<file path="config.mk">
export PLATFORM = sky130hd
export DESIGN_NAME = can_gateway_match_rewrite_flat
export DESIGN_NICKNAME = d
export VERILOG_FILES = /design/src/design/cgw_pkg.sv /design/src/design/cgw_if.sv /design/src/design/cgw_tables.sv /design/src/design/can_gateway_match_rewrite.sv /design/src/flat_wrapper.sv
export SDC_FILE = /design/constraint.sdc
export NUM_CORES = 2
export LEC_CHECK = 0
export ABC_AREA = 0
export ABC_CLOCK_PERIOD_IN_PS = 26300
export BUFFER_PORTS_ARGS = -buffer_cell sky130_fd_sc_hd__buf_2
export CORE_ASPECT_RATIO = 1.4
export CORE_MARGIN = 3
export CORE_UTILIZATION = 50
export CTS_CLUSTER_DIAMETER = 100
export CTS_CLUSTER_SIZE = 28
export DETAILED_ROUTE_END_ITERATION = 8
export GPL_TIMING_DRIVEN = 0
export PLACE_DENSITY_LB_ADDON = 0.08
export SLEW_MARGIN = 40
export SYNTH_ARGS = -nofsm -noshare
export SYNTH_HDL_FRONTEND = slang
export SYNTH_SLANG_ARGS = --single-unit
export TNS_END_PERCENT = 30
</file>
<file path="constraint.sdc">
create_clock -name clk -period 26.3 [get_ports clk]
set_input_delay 7.89 -clock clk [delete_from_list [all_inputs] [get_ports clk]]
set_output_delay 7.89 -clock clk [all_outputs]
set_load 0.05 [all_outputs]
</file>
<file path="src/design/cgw_pkg.sv">
`timescale 1ns / 1ps
// shared types and constants for the can gateway match and rewrite block
// no dependencies

package cgw_pkg;

  localparam int LOG_ENTRIES     = 3;
  localparam int REWRITE_ENTRIES = 3;

  localparam int LOG_DEPTH = 2 * LOG_ENTRIES;
  localparam int RW_DEPTH  = 2 * REWRITE_ENTRIES;
  localparam int LOG_AW    = (LOG_DEPTH > 1) ? $clog2(LOG_DEPTH) : 1;
  localparam int RW_AW     = (RW_DEPTH > 1) ? $clog2(RW_DEPTH) : 1;
  localparam int LOG_FW    = $clog2(LOG_ENTRIES + 1);
  localparam int RW_FW     = $clog2(REWRITE_ENTRIES + 1);

  // entries walked per frame, both tables in parallel
  localparam int WALK_N = (LOG_ENTRIES > REWRITE_ENTRIES) ? LOG_ENTRIES : REWRITE_ENTRIES;
  localparam int WALK_W = $clog2(WALK_N + 1);

  localparam int HIT_BITS = 3;

  localparam logic [5:0] SLOT_FIRST = 6'd24;
  localparam logic [5:0] SLOT_LAST  = 6'd32;

  typedef enum logic [1:0] {
    OP_FRAME       = 2'd0,
    OP_ADD_LOG     = 2'd1,
    OP_ADD_REWRITE = 2'd2,
    OP_CLEAR       = 2'd3
  } cgw_op_t;

  // table write request from the command side
  typedef struct packed {
    logic        log_we;
    logic        rw_we;
    logic        clr;
    logic        bus;
    logic [31:0] key;
    logic [63:0] value;
    logic [63:0] vmask;
  } cgw_wr_t;

  // registered table read data plus fill counts of the read bus
  typedef struct packed {
    logic [31:0]       log_key;
    logic [31:0]       rw_key;
    logic [63:0]       rw_value;
    logic [63:0]       rw_vmask;
    logic [LOG_FW-1:0] log_fill;
    logic [RW_FW-1:0]  rw_fill;
  } cgw_rd_t;

  // key is id in the low half, id mask in the high half
  function automatic logic key_hit(input logic [31:0] key, input logic [15:0] id);
    return (id & key[31:16]) == (key[15:0] & key[31:16]);
  endfunction

endpackage

</file>
<file path="src/design/cgw_if.sv">
`timescale 1ns / 1ps
// channel interfaces for commands in and forwarded frames out
// depends on nothing

interface cgw_cmd_if;
  logic        valid;
  logic        ready;
  logic [1:0]  opcode;
  logic        bus;
  logic [28:0] msg_id;
  logic [63:0] frame_data;
  logic [15:0] entry_id;
  logic [15:0] entry_mask;
  logic [63:0] entry_value;
  logic [63:0] entry_value_mask;

  modport source (output valid, opcode, bus, msg_id, frame_data, entry_id, entry_mask,
                  entry_value, entry_value_mask, input ready);
  modport sink (input valid, opcode, bus, msg_id, frame_data, entry_id, entry_mask,
                entry_value, entry_value_mask, output ready);
endinterface

interface cgw_fwd_if;
  logic        valid;
  logic        ready;
  logic        out_bus;
  logic [28:0] out_id;
  logic [63:0] out_data;
  logic [63:0] logged_data;
  logic [2:0]  log_hits;
  logic [5:0]  tx_slot;

  modport source (output valid, out_bus, out_id, out_data, logged_data, log_hits, tx_slot,
                  input ready);
  modport sink (input valid, out_bus, out_id, out_data, logged_data, log_hits, tx_slot,
                output ready);
endinterface

</file>
<file path="src/design/cgw_tables.sv">
`timescale 1ns / 1ps
// log and rewrite tables of both buses: two synchronous memories and fill counts
// depends on cgw_pkg

module cgw_tables
  import cgw_pkg::*;
(
  input  logic              clk,
  input  logic              rst,
  input  cgw_wr_t           wr,
  input  logic              rd_bus,
  input  logic [WALK_W-1:0] rd_idx,
  output cgw_rd_t           rd
);

  logic [31:0]  log_mem [LOG_DEPTH];
  logic [159:0] rw_mem  [RW_DEPTH];

  logic [LOG_FW-1:0] log_fill [2];
  logic [RW_FW-1:0]  rw_fill  [2];

  logic [LOG_AW-1:0] log_waddr, log_raddr;
  logic [RW_AW-1:0]  rw_waddr, rw_raddr;
  logic              log_room, rw_room;
  logic [31:0]       log_q;
  logic [159:0]      rw_q;

  assign log_room  = 32'(log_fill[wr.bus]) < LOG_ENTRIES;
  assign rw_room   = 32'(rw_fill[wr.bus]) < REWRITE_ENTRIES;
  assign log_waddr = LOG_AW'(wr.bus ? LOG_ENTRIES : 0) + LOG_AW'(log_fill[wr.bus]);
  assign rw_waddr  = RW_AW'(wr.bus ? REWRITE_ENTRIES : 0) + RW_AW'(rw_fill[wr.bus]);

  // out of range indexes read address 0, the caller ignores them via the fill count
  always_comb begin
    log_raddr = '0;
    rw_raddr  = '0;
    if (32'(rd_idx) < LOG_ENTRIES) begin
      log_raddr = LOG_AW'(rd_bus ? LOG_ENTRIES : 0) + LOG_AW'(rd_idx);
    end
    if (32'(rd_idx) < REWRITE_ENTRIES) begin
      rw_raddr = RW_AW'(rd_bus ? REWRITE_ENTRIES : 0) + RW_AW'(rd_idx);
    end
  end

  always_ff @(posedge clk) begin
    if (wr.log_we && log_room) begin
      log_mem[log_waddr] <= wr.key;
    end
    log_q <= log_mem[log_raddr];
  end

  always_ff @(posedge clk) begin
    if (wr.rw_we && rw_room) begin
      rw_mem[rw_waddr] <= {wr.vmask, wr.value, wr.key};
    end
    rw_q <= rw_mem[rw_raddr];
  end

  always_ff @(posedge clk) begin
    if (rst || wr.clr) begin
      log_fill[0] <= '0;
      log_fill[1] <= '0;
      rw_fill[0]  <= '0;
      rw_fill[1]  <= '0;
    end else begin
      if (wr.log_we && log_room) begin
        log_fill[wr.bus] <= log_fill[wr.bus] + LOG_FW'(1);
      end
      if (wr.rw_we && rw_room) begin
        rw_fill[wr.bus] <= rw_fill[wr.bus] + RW_FW'(1);
      end
    end
  end

  assign rd.log_key  = log_q;
  assign rd.rw_key   = rw_q[31:0];
  assign rd.rw_value = rw_q[95:32];
  assign rd.rw_vmask = rw_q[159:96];
  assign rd.log_fill = log_fill[rd_bus];
  assign rd.rw_fill  = rw_fill[rd_bus];

endmodule

</file>
<file path="src/design/can_gateway_match_rewrite.sv">
`timescale 1ns / 1ps
// can gateway match and rewrite: top level with frame walk sequencer and output register
// depends on cgw_pkg, cgw_if, cgw_tables
//
// usage
//   cmd carries one command per transaction: frame received, add log entry, add
//   rewrite entry, or clear all tables. table commands give no
//   result. a received frame produces one transaction on fwd: the frame sent to
//   the other bus with its rewritten payload, the original payload, the log hit
//   bits and the transmit slot (24..32, cycling per output bus).
//   a frame reads both table memories side by side, one entry index per cycle,
//   walking max(LOG_ENTRIES, REWRITE_ENTRIES) indexes before the result register
//   is loaded; the memory read latency sets the walk. cmd is ready again in the
//   cycle after the result is loaded: a new frame waits for the last one's result,
//   and table commands are taken one per cycle while no frame is in progress.
//   fwd is a registered output: while a result waits the next command is
//   accepted, and a finished frame holds in its last state until the register
//   frees. reset empties all tables and sets both transmit slots to 24; entry
//   contents are undefined until written and never read past the fill count.

module can_gateway_match_rewrite
  import cgw_pkg::*;
(
  input logic       clk,
  input logic       rst,
  cgw_cmd_if.sink   cmd,
  cgw_fwd_if.source fwd
);

  typedef enum logic [2:0] {
    S_IDLE = 3'b001,
    S_WALK = 3'b010,
    S_DONE = 3'b100
  } state_t;

  state_t state, state_next;

  cgw_wr_t wr;
  cgw_rd_t rd;

  logic              cmd_acc;
  logic              frame_acc;
  logic              bus;
  logic [28:0]       msg_id;
  logic [63:0]       data;
  logic [63:0]       orig;
  logic [2:0]        hits;
  logic [WALK_W-1:0] idx;
  logic [WALK_W-1:0] rd_idx;
  logic              rd_bus;
  logic [5:0]        next_slot [2];
  logic              out_free;
  logic              last_idx;

  assign cmd.ready = (state == S_IDLE);
  assign cmd_acc   = cmd.valid && cmd.ready;
  assign frame_acc = cmd_acc && (cmd.opcode == OP_FRAME);
  assign out_free  = !fwd.valid || fwd.ready;
  assign last_idx  = 32'(idx) == WALK_N - 1;

  always_comb begin
    wr.log_we = cmd_acc && (cmd.opcode == OP_ADD_LOG);
    wr.rw_we  = cmd_acc && (cmd.opcode == OP_ADD_REWRITE);
    wr.clr    = cmd_acc && (cmd.opcode == OP_CLEAR);
    wr.bus    = cmd.bus;
    wr.key    = {cmd.entry_mask, cmd.entry_id};
    wr.value  = cmd.entry_value;
    wr.vmask  = cmd.entry_value_mask;
  end

  // the read issued now returns next cycle for index idx+1
  always_comb begin
    if (state == S_IDLE) begin
      rd_bus = cmd.bus;
      rd_idx = '0;
    end else begin
      rd_bus = bus;
      rd_idx = last_idx ? '0 : idx + WALK_W'(1);
    end
  end

  cgw_tables u_tables (
    .clk    (clk),
    .rst    (rst),
    .wr     (wr),
    .rd_bus (rd_bus),
    .rd_idx (rd_idx),
    .rd     (rd)
  );

  always_comb begin
    state_next = state;
    unique case (state)
      S_IDLE: if (frame_acc) state_next = S_WALK;
      S_WALK: if (last_idx) state_next = S_DONE;
      S_DONE: if (out_free) state_next = S_IDLE;
      default: state_next = S_IDLE;
    endcase
  end

  always_ff @(posedge clk) begin
    if (rst) begin
      state <= S_IDLE;
    end else begin
      state <= state_next;
    end
  end

  // frame context and per-entry match and rewrite
  always_ff @(posedge clk) begin
    if (frame_acc) begin
      bus    <= cmd.bus;
      msg_id <= cmd.msg_id;
      data   <= cmd.frame_data;
      orig   <= cmd.frame_data;
      hits   <= '0;
      idx    <= '0;
    end else if (state == S_WALK) begin
      if (32'(idx) < 32'(rd.log_fill) && key_hit(rd.log_key, msg_id[15:0])) begin
        for (int j = 0; j < HIT_BITS; j++) begin
          if (32'(idx) == j) begin
            hits[j] <= 1'b1;
          end
        end
      end
      if (32'(idx) < 32'(rd.rw_fill) && key_hit(rd.rw_key, msg_id[15:0])) begin
        data <= (data & ~rd.rw_vmask) | (rd.rw_vmask & rd.rw_value);
      end
      if (!last_idx) begin
        idx <= idx + WALK_W'(1);
      end
    end
  end

  // transmit slot per output bus
  always_ff @(posedge clk) begin
    if (rst) begin
      next_slot[0] <= SLOT_FIRST;
      next_slot[1] <= SLOT_FIRST;
    end else if (state == S_DONE && out_free) begin
      next_slot[~bus] <= (next_slot[~bus] >= SLOT_LAST) ? SLOT_FIRST
                                                        : next_slot[~bus] + 6'd1;
    end
  end

  always_ff @(posedge clk) begin
    if (rst) begin
      fwd.valid <= 1'b0;
    end else if (state == S_DONE && out_free) begin
      fwd.valid <= 1'b1;
    end else if (fwd.ready) begin
      fwd.valid <= 1'b0;
    end
  end

  always_ff @(posedge clk) begin
    if (state == S_DONE && out_free) begin
      fwd.out_bus     <= ~bus;
      fwd.out_id      <= msg_id;
      fwd.out_data    <= data;
      fwd.logged_data <= orig;
      fwd.log_hits    <= hits;
      fwd.tx_slot     <= next_slot[~bus];
    end
  end

`ifndef SYNTHESIS
  // a result only appears after the walk finished
  a_out_from_done: assert property (@(posedge clk) disable iff (rst)
    $rose(fwd.valid) |-> $past(state == S_DONE))
    else $error("forward transaction raised outside the done state");

  // a stalled result is never overwritten
  a_out_hold: assert property (@(posedge clk) disable iff (rst)
    fwd.valid && !fwd.ready |=> $stable(fwd.out_data) && $stable(fwd.tx_slot))
    else $error("waiting forward transaction changed");

  a_fill_bound: assert property (@(posedge clk) disable iff (rst)
    32'(rd.log_fill) <= LOG_ENTRIES && 32'(rd.rw_fill) <= REWRITE_ENTRIES)
    else $error("table fill count beyond table size");

  a_slot_range: assert property (@(posedge clk) disable iff (rst)
    next_slot[0] >= SLOT_FIRST && next_slot[0] <= SLOT_LAST &&
    next_slot[1] >= SLOT_FIRST && next_slot[1] <= SLOT_LAST)
    else $error("transmit slot out of range");
`endif

endmodule
</file>
<file path="src/flat_wrapper.sv">
// flat-port wrapper written by rule: the top's interface ports become plain ports
module can_gateway_match_rewrite_flat import cgw_pkg::*;
  (clk, rst, cmd_valid, cmd_opcode, cmd_bus, cmd_msg_id, cmd_frame_data, cmd_entry_id, cmd_entry_mask, cmd_entry_value, cmd_entry_value_mask, cmd_ready, fwd_valid, fwd_out_bus, fwd_out_id, fwd_out_data, fwd_logged_data, fwd_log_hits, fwd_tx_slot, fwd_ready);
  cgw_cmd_if cmd_i ();
  cgw_fwd_if fwd_i ();
  input logic clk;
  input logic rst;
  input wire logic [$bits(cmd_i.valid)-1:0] cmd_valid;
  input wire logic [$bits(cmd_i.opcode)-1:0] cmd_opcode;
  input wire logic [$bits(cmd_i.bus)-1:0] cmd_bus;
  input wire logic [$bits(cmd_i.msg_id)-1:0] cmd_msg_id;
  input wire logic [$bits(cmd_i.frame_data)-1:0] cmd_frame_data;
  input wire logic [$bits(cmd_i.entry_id)-1:0] cmd_entry_id;
  input wire logic [$bits(cmd_i.entry_mask)-1:0] cmd_entry_mask;
  input wire logic [$bits(cmd_i.entry_value)-1:0] cmd_entry_value;
  input wire logic [$bits(cmd_i.entry_value_mask)-1:0] cmd_entry_value_mask;
  output wire logic [$bits(cmd_i.ready)-1:0] cmd_ready;
  output wire logic [$bits(fwd_i.valid)-1:0] fwd_valid;
  output wire logic [$bits(fwd_i.out_bus)-1:0] fwd_out_bus;
  output wire logic [$bits(fwd_i.out_id)-1:0] fwd_out_id;
  output wire logic [$bits(fwd_i.out_data)-1:0] fwd_out_data;
  output wire logic [$bits(fwd_i.logged_data)-1:0] fwd_logged_data;
  output wire logic [$bits(fwd_i.log_hits)-1:0] fwd_log_hits;
  output wire logic [$bits(fwd_i.tx_slot)-1:0] fwd_tx_slot;
  input wire logic [$bits(fwd_i.ready)-1:0] fwd_ready;
  assign cmd_i.valid = cmd_valid;
  assign cmd_i.opcode = cmd_opcode;
  assign cmd_i.bus = cmd_bus;
  assign cmd_i.msg_id = cmd_msg_id;
  assign cmd_i.frame_data = cmd_frame_data;
  assign cmd_i.entry_id = cmd_entry_id;
  assign cmd_i.entry_mask = cmd_entry_mask;
  assign cmd_i.entry_value = cmd_entry_value;
  assign cmd_i.entry_value_mask = cmd_entry_value_mask;
  assign cmd_ready = cmd_i.ready;
  assign fwd_valid = fwd_i.valid;
  assign fwd_out_bus = fwd_i.out_bus;
  assign fwd_out_id = fwd_i.out_id;
  assign fwd_out_data = fwd_i.out_data;
  assign fwd_logged_data = fwd_i.logged_data;
  assign fwd_log_hits = fwd_i.log_hits;
  assign fwd_tx_slot = fwd_i.tx_slot;
  assign fwd_i.ready = fwd_ready;
  can_gateway_match_rewrite u_core (.clk(clk), .rst(rst), .cmd(cmd_i), .fwd(fwd_i));
endmodule
</file>
==> metrics <==
Port Buffers=428; commonest non-fill, non-tap cells in the layout=edfxtp_1, buf_2, nor2_1; First-pass DRT Iterations=6; multiplexer share of the synthesized area=3.365%; Layout Nets=4527; Mapped Area=60350 sq um; count of cell types in the netlist=53; RSZ-0062 raised after global routing=false; Ys Warns=0; Bufs and invs on worst path=18; hold crit path type=flop to flop; H-tree depth=3; Post-CTS Resized=0; Initial Util=50.48%; worst vdd ir=53.89 uV; Vias/cell=5.657; main area contributors after synthesis=edfxtp_1, dfxtp_1, mux2i_1, a211o_1, o221ai_1; CP required=26.71 ns; HPWL Detailed=116.0 mm; period utilisation layout=47.54%; Crit Path Category=primary input to flop; ys async rst share=0%; die span in y=417.1 um; Avg WL per Cell=27.40 um; Synth Area in Compound Gates=8.532%; GRT Util Overall=25.69%; worst hold margin=0.4215 ns; Post-CTS Setup Inserts=0; Finish-stage setup viols=0; Core Region=119600 sq um; register area share after synthesis=81.16%; Final Cell Area=68420 sq um; Clock Sinks=1698; CTS max path bufs=3; CTS Buf Count=70; Hold Violations, Final=0; setup ws final=13.80 ns; worst r2r dst=u_core.u_tables.rw_mem[4][43]; hold-critical path depth=0; simple-gate area share of the yosys netlist=4.628%; Synth area leader=edfxtp_1; crit-path cells=buf_2 -> clkbuf_1 -> buf_1 -> o21bai_1 -> ha_1 -> or3_1 -> clkbuf_1 -> nor4_2 -> buf_2 -> buf_2 -> buf_2 -> buf_2 -> buf_2 -> buf_4 -> buf_2 -> buf_2 -> buf_2 -> buf_2 -> buf_2 -> buf_2 -> buf_2 -> buf_2; status=completed; Slowest-stage cell, CP=buf_1; leakage=24.68 nW; initial antenna violation count=67; number of global-route vias before repair=33225; largest net degree at the start of global routing=65; # IOs=429; worst-margin pin slew=0.8656 ns; clock skew=0.02401 ns; number of DRC markers in iteration 0=3195; share of layout cells above drive strength 1=18.84%; Hold Startpoint=u_core.orig[20]; TritonCTS clock tree=built; WP depth=22; Root Buffer=clkbuf_16; critical path capture point type=flop; Min-Delay Endpoint=u_core.fwd.logged_data[20]; min Tclk post-route=12.50 ns; Die W=299.6 um; first-pass GRT wire length=231.1 mm; Post-Synth XOR/XNOR Area=0.5080%; largest stage delay on the critical path=0.42 ns; Rows=150; # hold bufs at CTS=0; delay-heaviest family, CP=buffers and inverters; CP Max Fanout=10; worst skew pair latency=0.69 ns; most frequent cell on the critical path=buf_2; Routed Antenna Nets=0; Pwr Total=4.815 mW; Arr. time, crit path=12.91 ns; share of the synthesized area in the top cell type=74.49%; largest family of logic cells by synthesized area=compound AO/OA/AOI/OAI gates; Post-Place Worst Slack=13.12 ns; Synth Area in Adders=0.2820%; WL final=162.7 mm; clock slew seen by the registers of the worst setup and hold paths=0.11 ns; Max-Cap Viols=0; max-slew violations=0; number of flops mapped to enable cells by yosys=1497; syn_nets=3809; RePlAce Congestion=0.8102; commonest non-fill, non-tap cell in the layout=edfxtp_1; Mean Syn Cell Area=17.07 sq um; PD cells=70.38 nW/um^2; Top FF cell, synth=edfxtp_1; reg2reg setup slack=21.22 ns; grt ovf=0; Peak Freq=79.99 MHz; Non-Filler Instances=5937; worst reg2reg path startpoint=u_core.state[0]; slew margin rel.=42.29%; die area=125000 sq um; flops & latches, synth=1698; crit start category=primary input; Vias=33586; Syn Inst Count=3536; placed inst area=66310 sq um; DRC viols=0; area grow syn2layout=13.38%; dpl cells=5778; Worst R2R Path Depth=21
power breakdown:
group | internal (mW) | leakage (nW) | switching, mW
logic | 0.144 | 8.49 | 0.288
clock network | 0.523 | 0.961 | 0.792
registers | 3.02 | 15.2 | 0.0478
how the worst max path moves through the flow:
stage,startpoint,to
final,cmd_bus,u_core.u_tables.rw_mem[4][43]
after global routing,cmd_bus,u_core.u_tables.rw_mem[4][41]
after CTS,cmd_bus,u_core.u_tables.rw_mem[4][41]
after detailed placement,cmd_bus,u_core.u_tables.rw_mem[4][41]
after global placement,cmd_bus,u_core.u_tables.rw_mem[4][41]
after floorplan,cmd_bus,u_core.u_tables.rw_mem[4][0]
flip-flops by register name (all words and copies together), names as in the netlist, named ones only:
name	count
u_core.u_tables.rw_mem	960
u_core.fwd.tx_slot	6
u_core.fwd.out_bus	1
u_core.u_tables.rw_q	160
u_core.fwd.out_id	29
u_core.fwd.out_data	64
u_core.fwd.log_hits	3
u_core.fwd.valid	1
u_core.u_tables.log_q	32
u_core.msg_id	29
u_core.u_tables.log_mem	192
u_core.fwd.logged_data	64
u_core.state	3
u_core.hits	3
u_core.u_tables.rw_fill	4
u_core.u_tables.log_fill	4
u_core.bus	1
u_core.next_slot	12
u_core.orig	64
u_core.idx	2
logic make-up after synthesis:
group,Yosys count
xor+xnor,35
fa+ha+maj,13
flops,1698
buf+inv,220
compound gates,686
mux,202
simple gates,682
stage by stage:
stage               util (%)  TNS [ns]
floorplan                  -         0
global placement       53.94  -6775.00
detailed placement     55.47         0
CTS                    57.16         0
global route           57.18         0
finish                 57.23         0
synthesized netlist by cell type (all sizes together), types with 4 or more instances:
master and instances:
edfxtp 1497, nor2 404, dfxtp 201, o21ai 198
mux2i 195, a211o 191, o221ai 191, clkbuf 160
nand2 155, nand3 68, a21o 67, buf 46
xor2 33, inv 14, nor3 14, a22oi 12
ha 12, a21oi 7, mux2 7, and2 6
nor4 6, or3 5, nand3b 4, nand4 4
worst register-to-register path, stage by stage, from the launching register on:
cell	delay, ns
dfxtp_1	0.43
or3b_1	0.38
buf_6	0.15
inv_1	0.12
nand3_1	0.11
or3_1	0.31
clkbuf_1	0.20
nor4_2	0.31
buf_2	0.23
buf_2	0.20
buf_2	0.20
buf_2	0.20
buf_2	0.21
buf_4	0.17
buf_2	0.18
buf_2	0.20
buf_2	0.22
buf_2	0.19
buf_2	0.21
buf_2	0.21
buf_2	0.19
buf_2	0.18
routing by layer:
| layer | vias up | part of all wire, % | track usage (%) |
|---|---|---|---|
| met2 | 1126 | 52 | 45.08 |
| li1 | 15154 | - | - |
| met3 | 239 | 7.0 | 4.952 |
| met4 | 36 | 3.1 | 8.571 |
| met5 | - | 0.14 | 0 |
| met1 | 17031 | 38 | 32.05 |
final cells by class:
class                      instances  area [sq um]
inverter                          14         60.06
timing repair buffer             646          3855
fill                            9578         51130
sequential                      1698         48980
tap                             1596          1997
buffer                           206         903.4
clock buffer                     121          1964
clock inverter                     7         57.56
multi-input combinational       1618         10530
antenna                           31         77.57
Note: power is estimated with default switching activity, not from simulation.
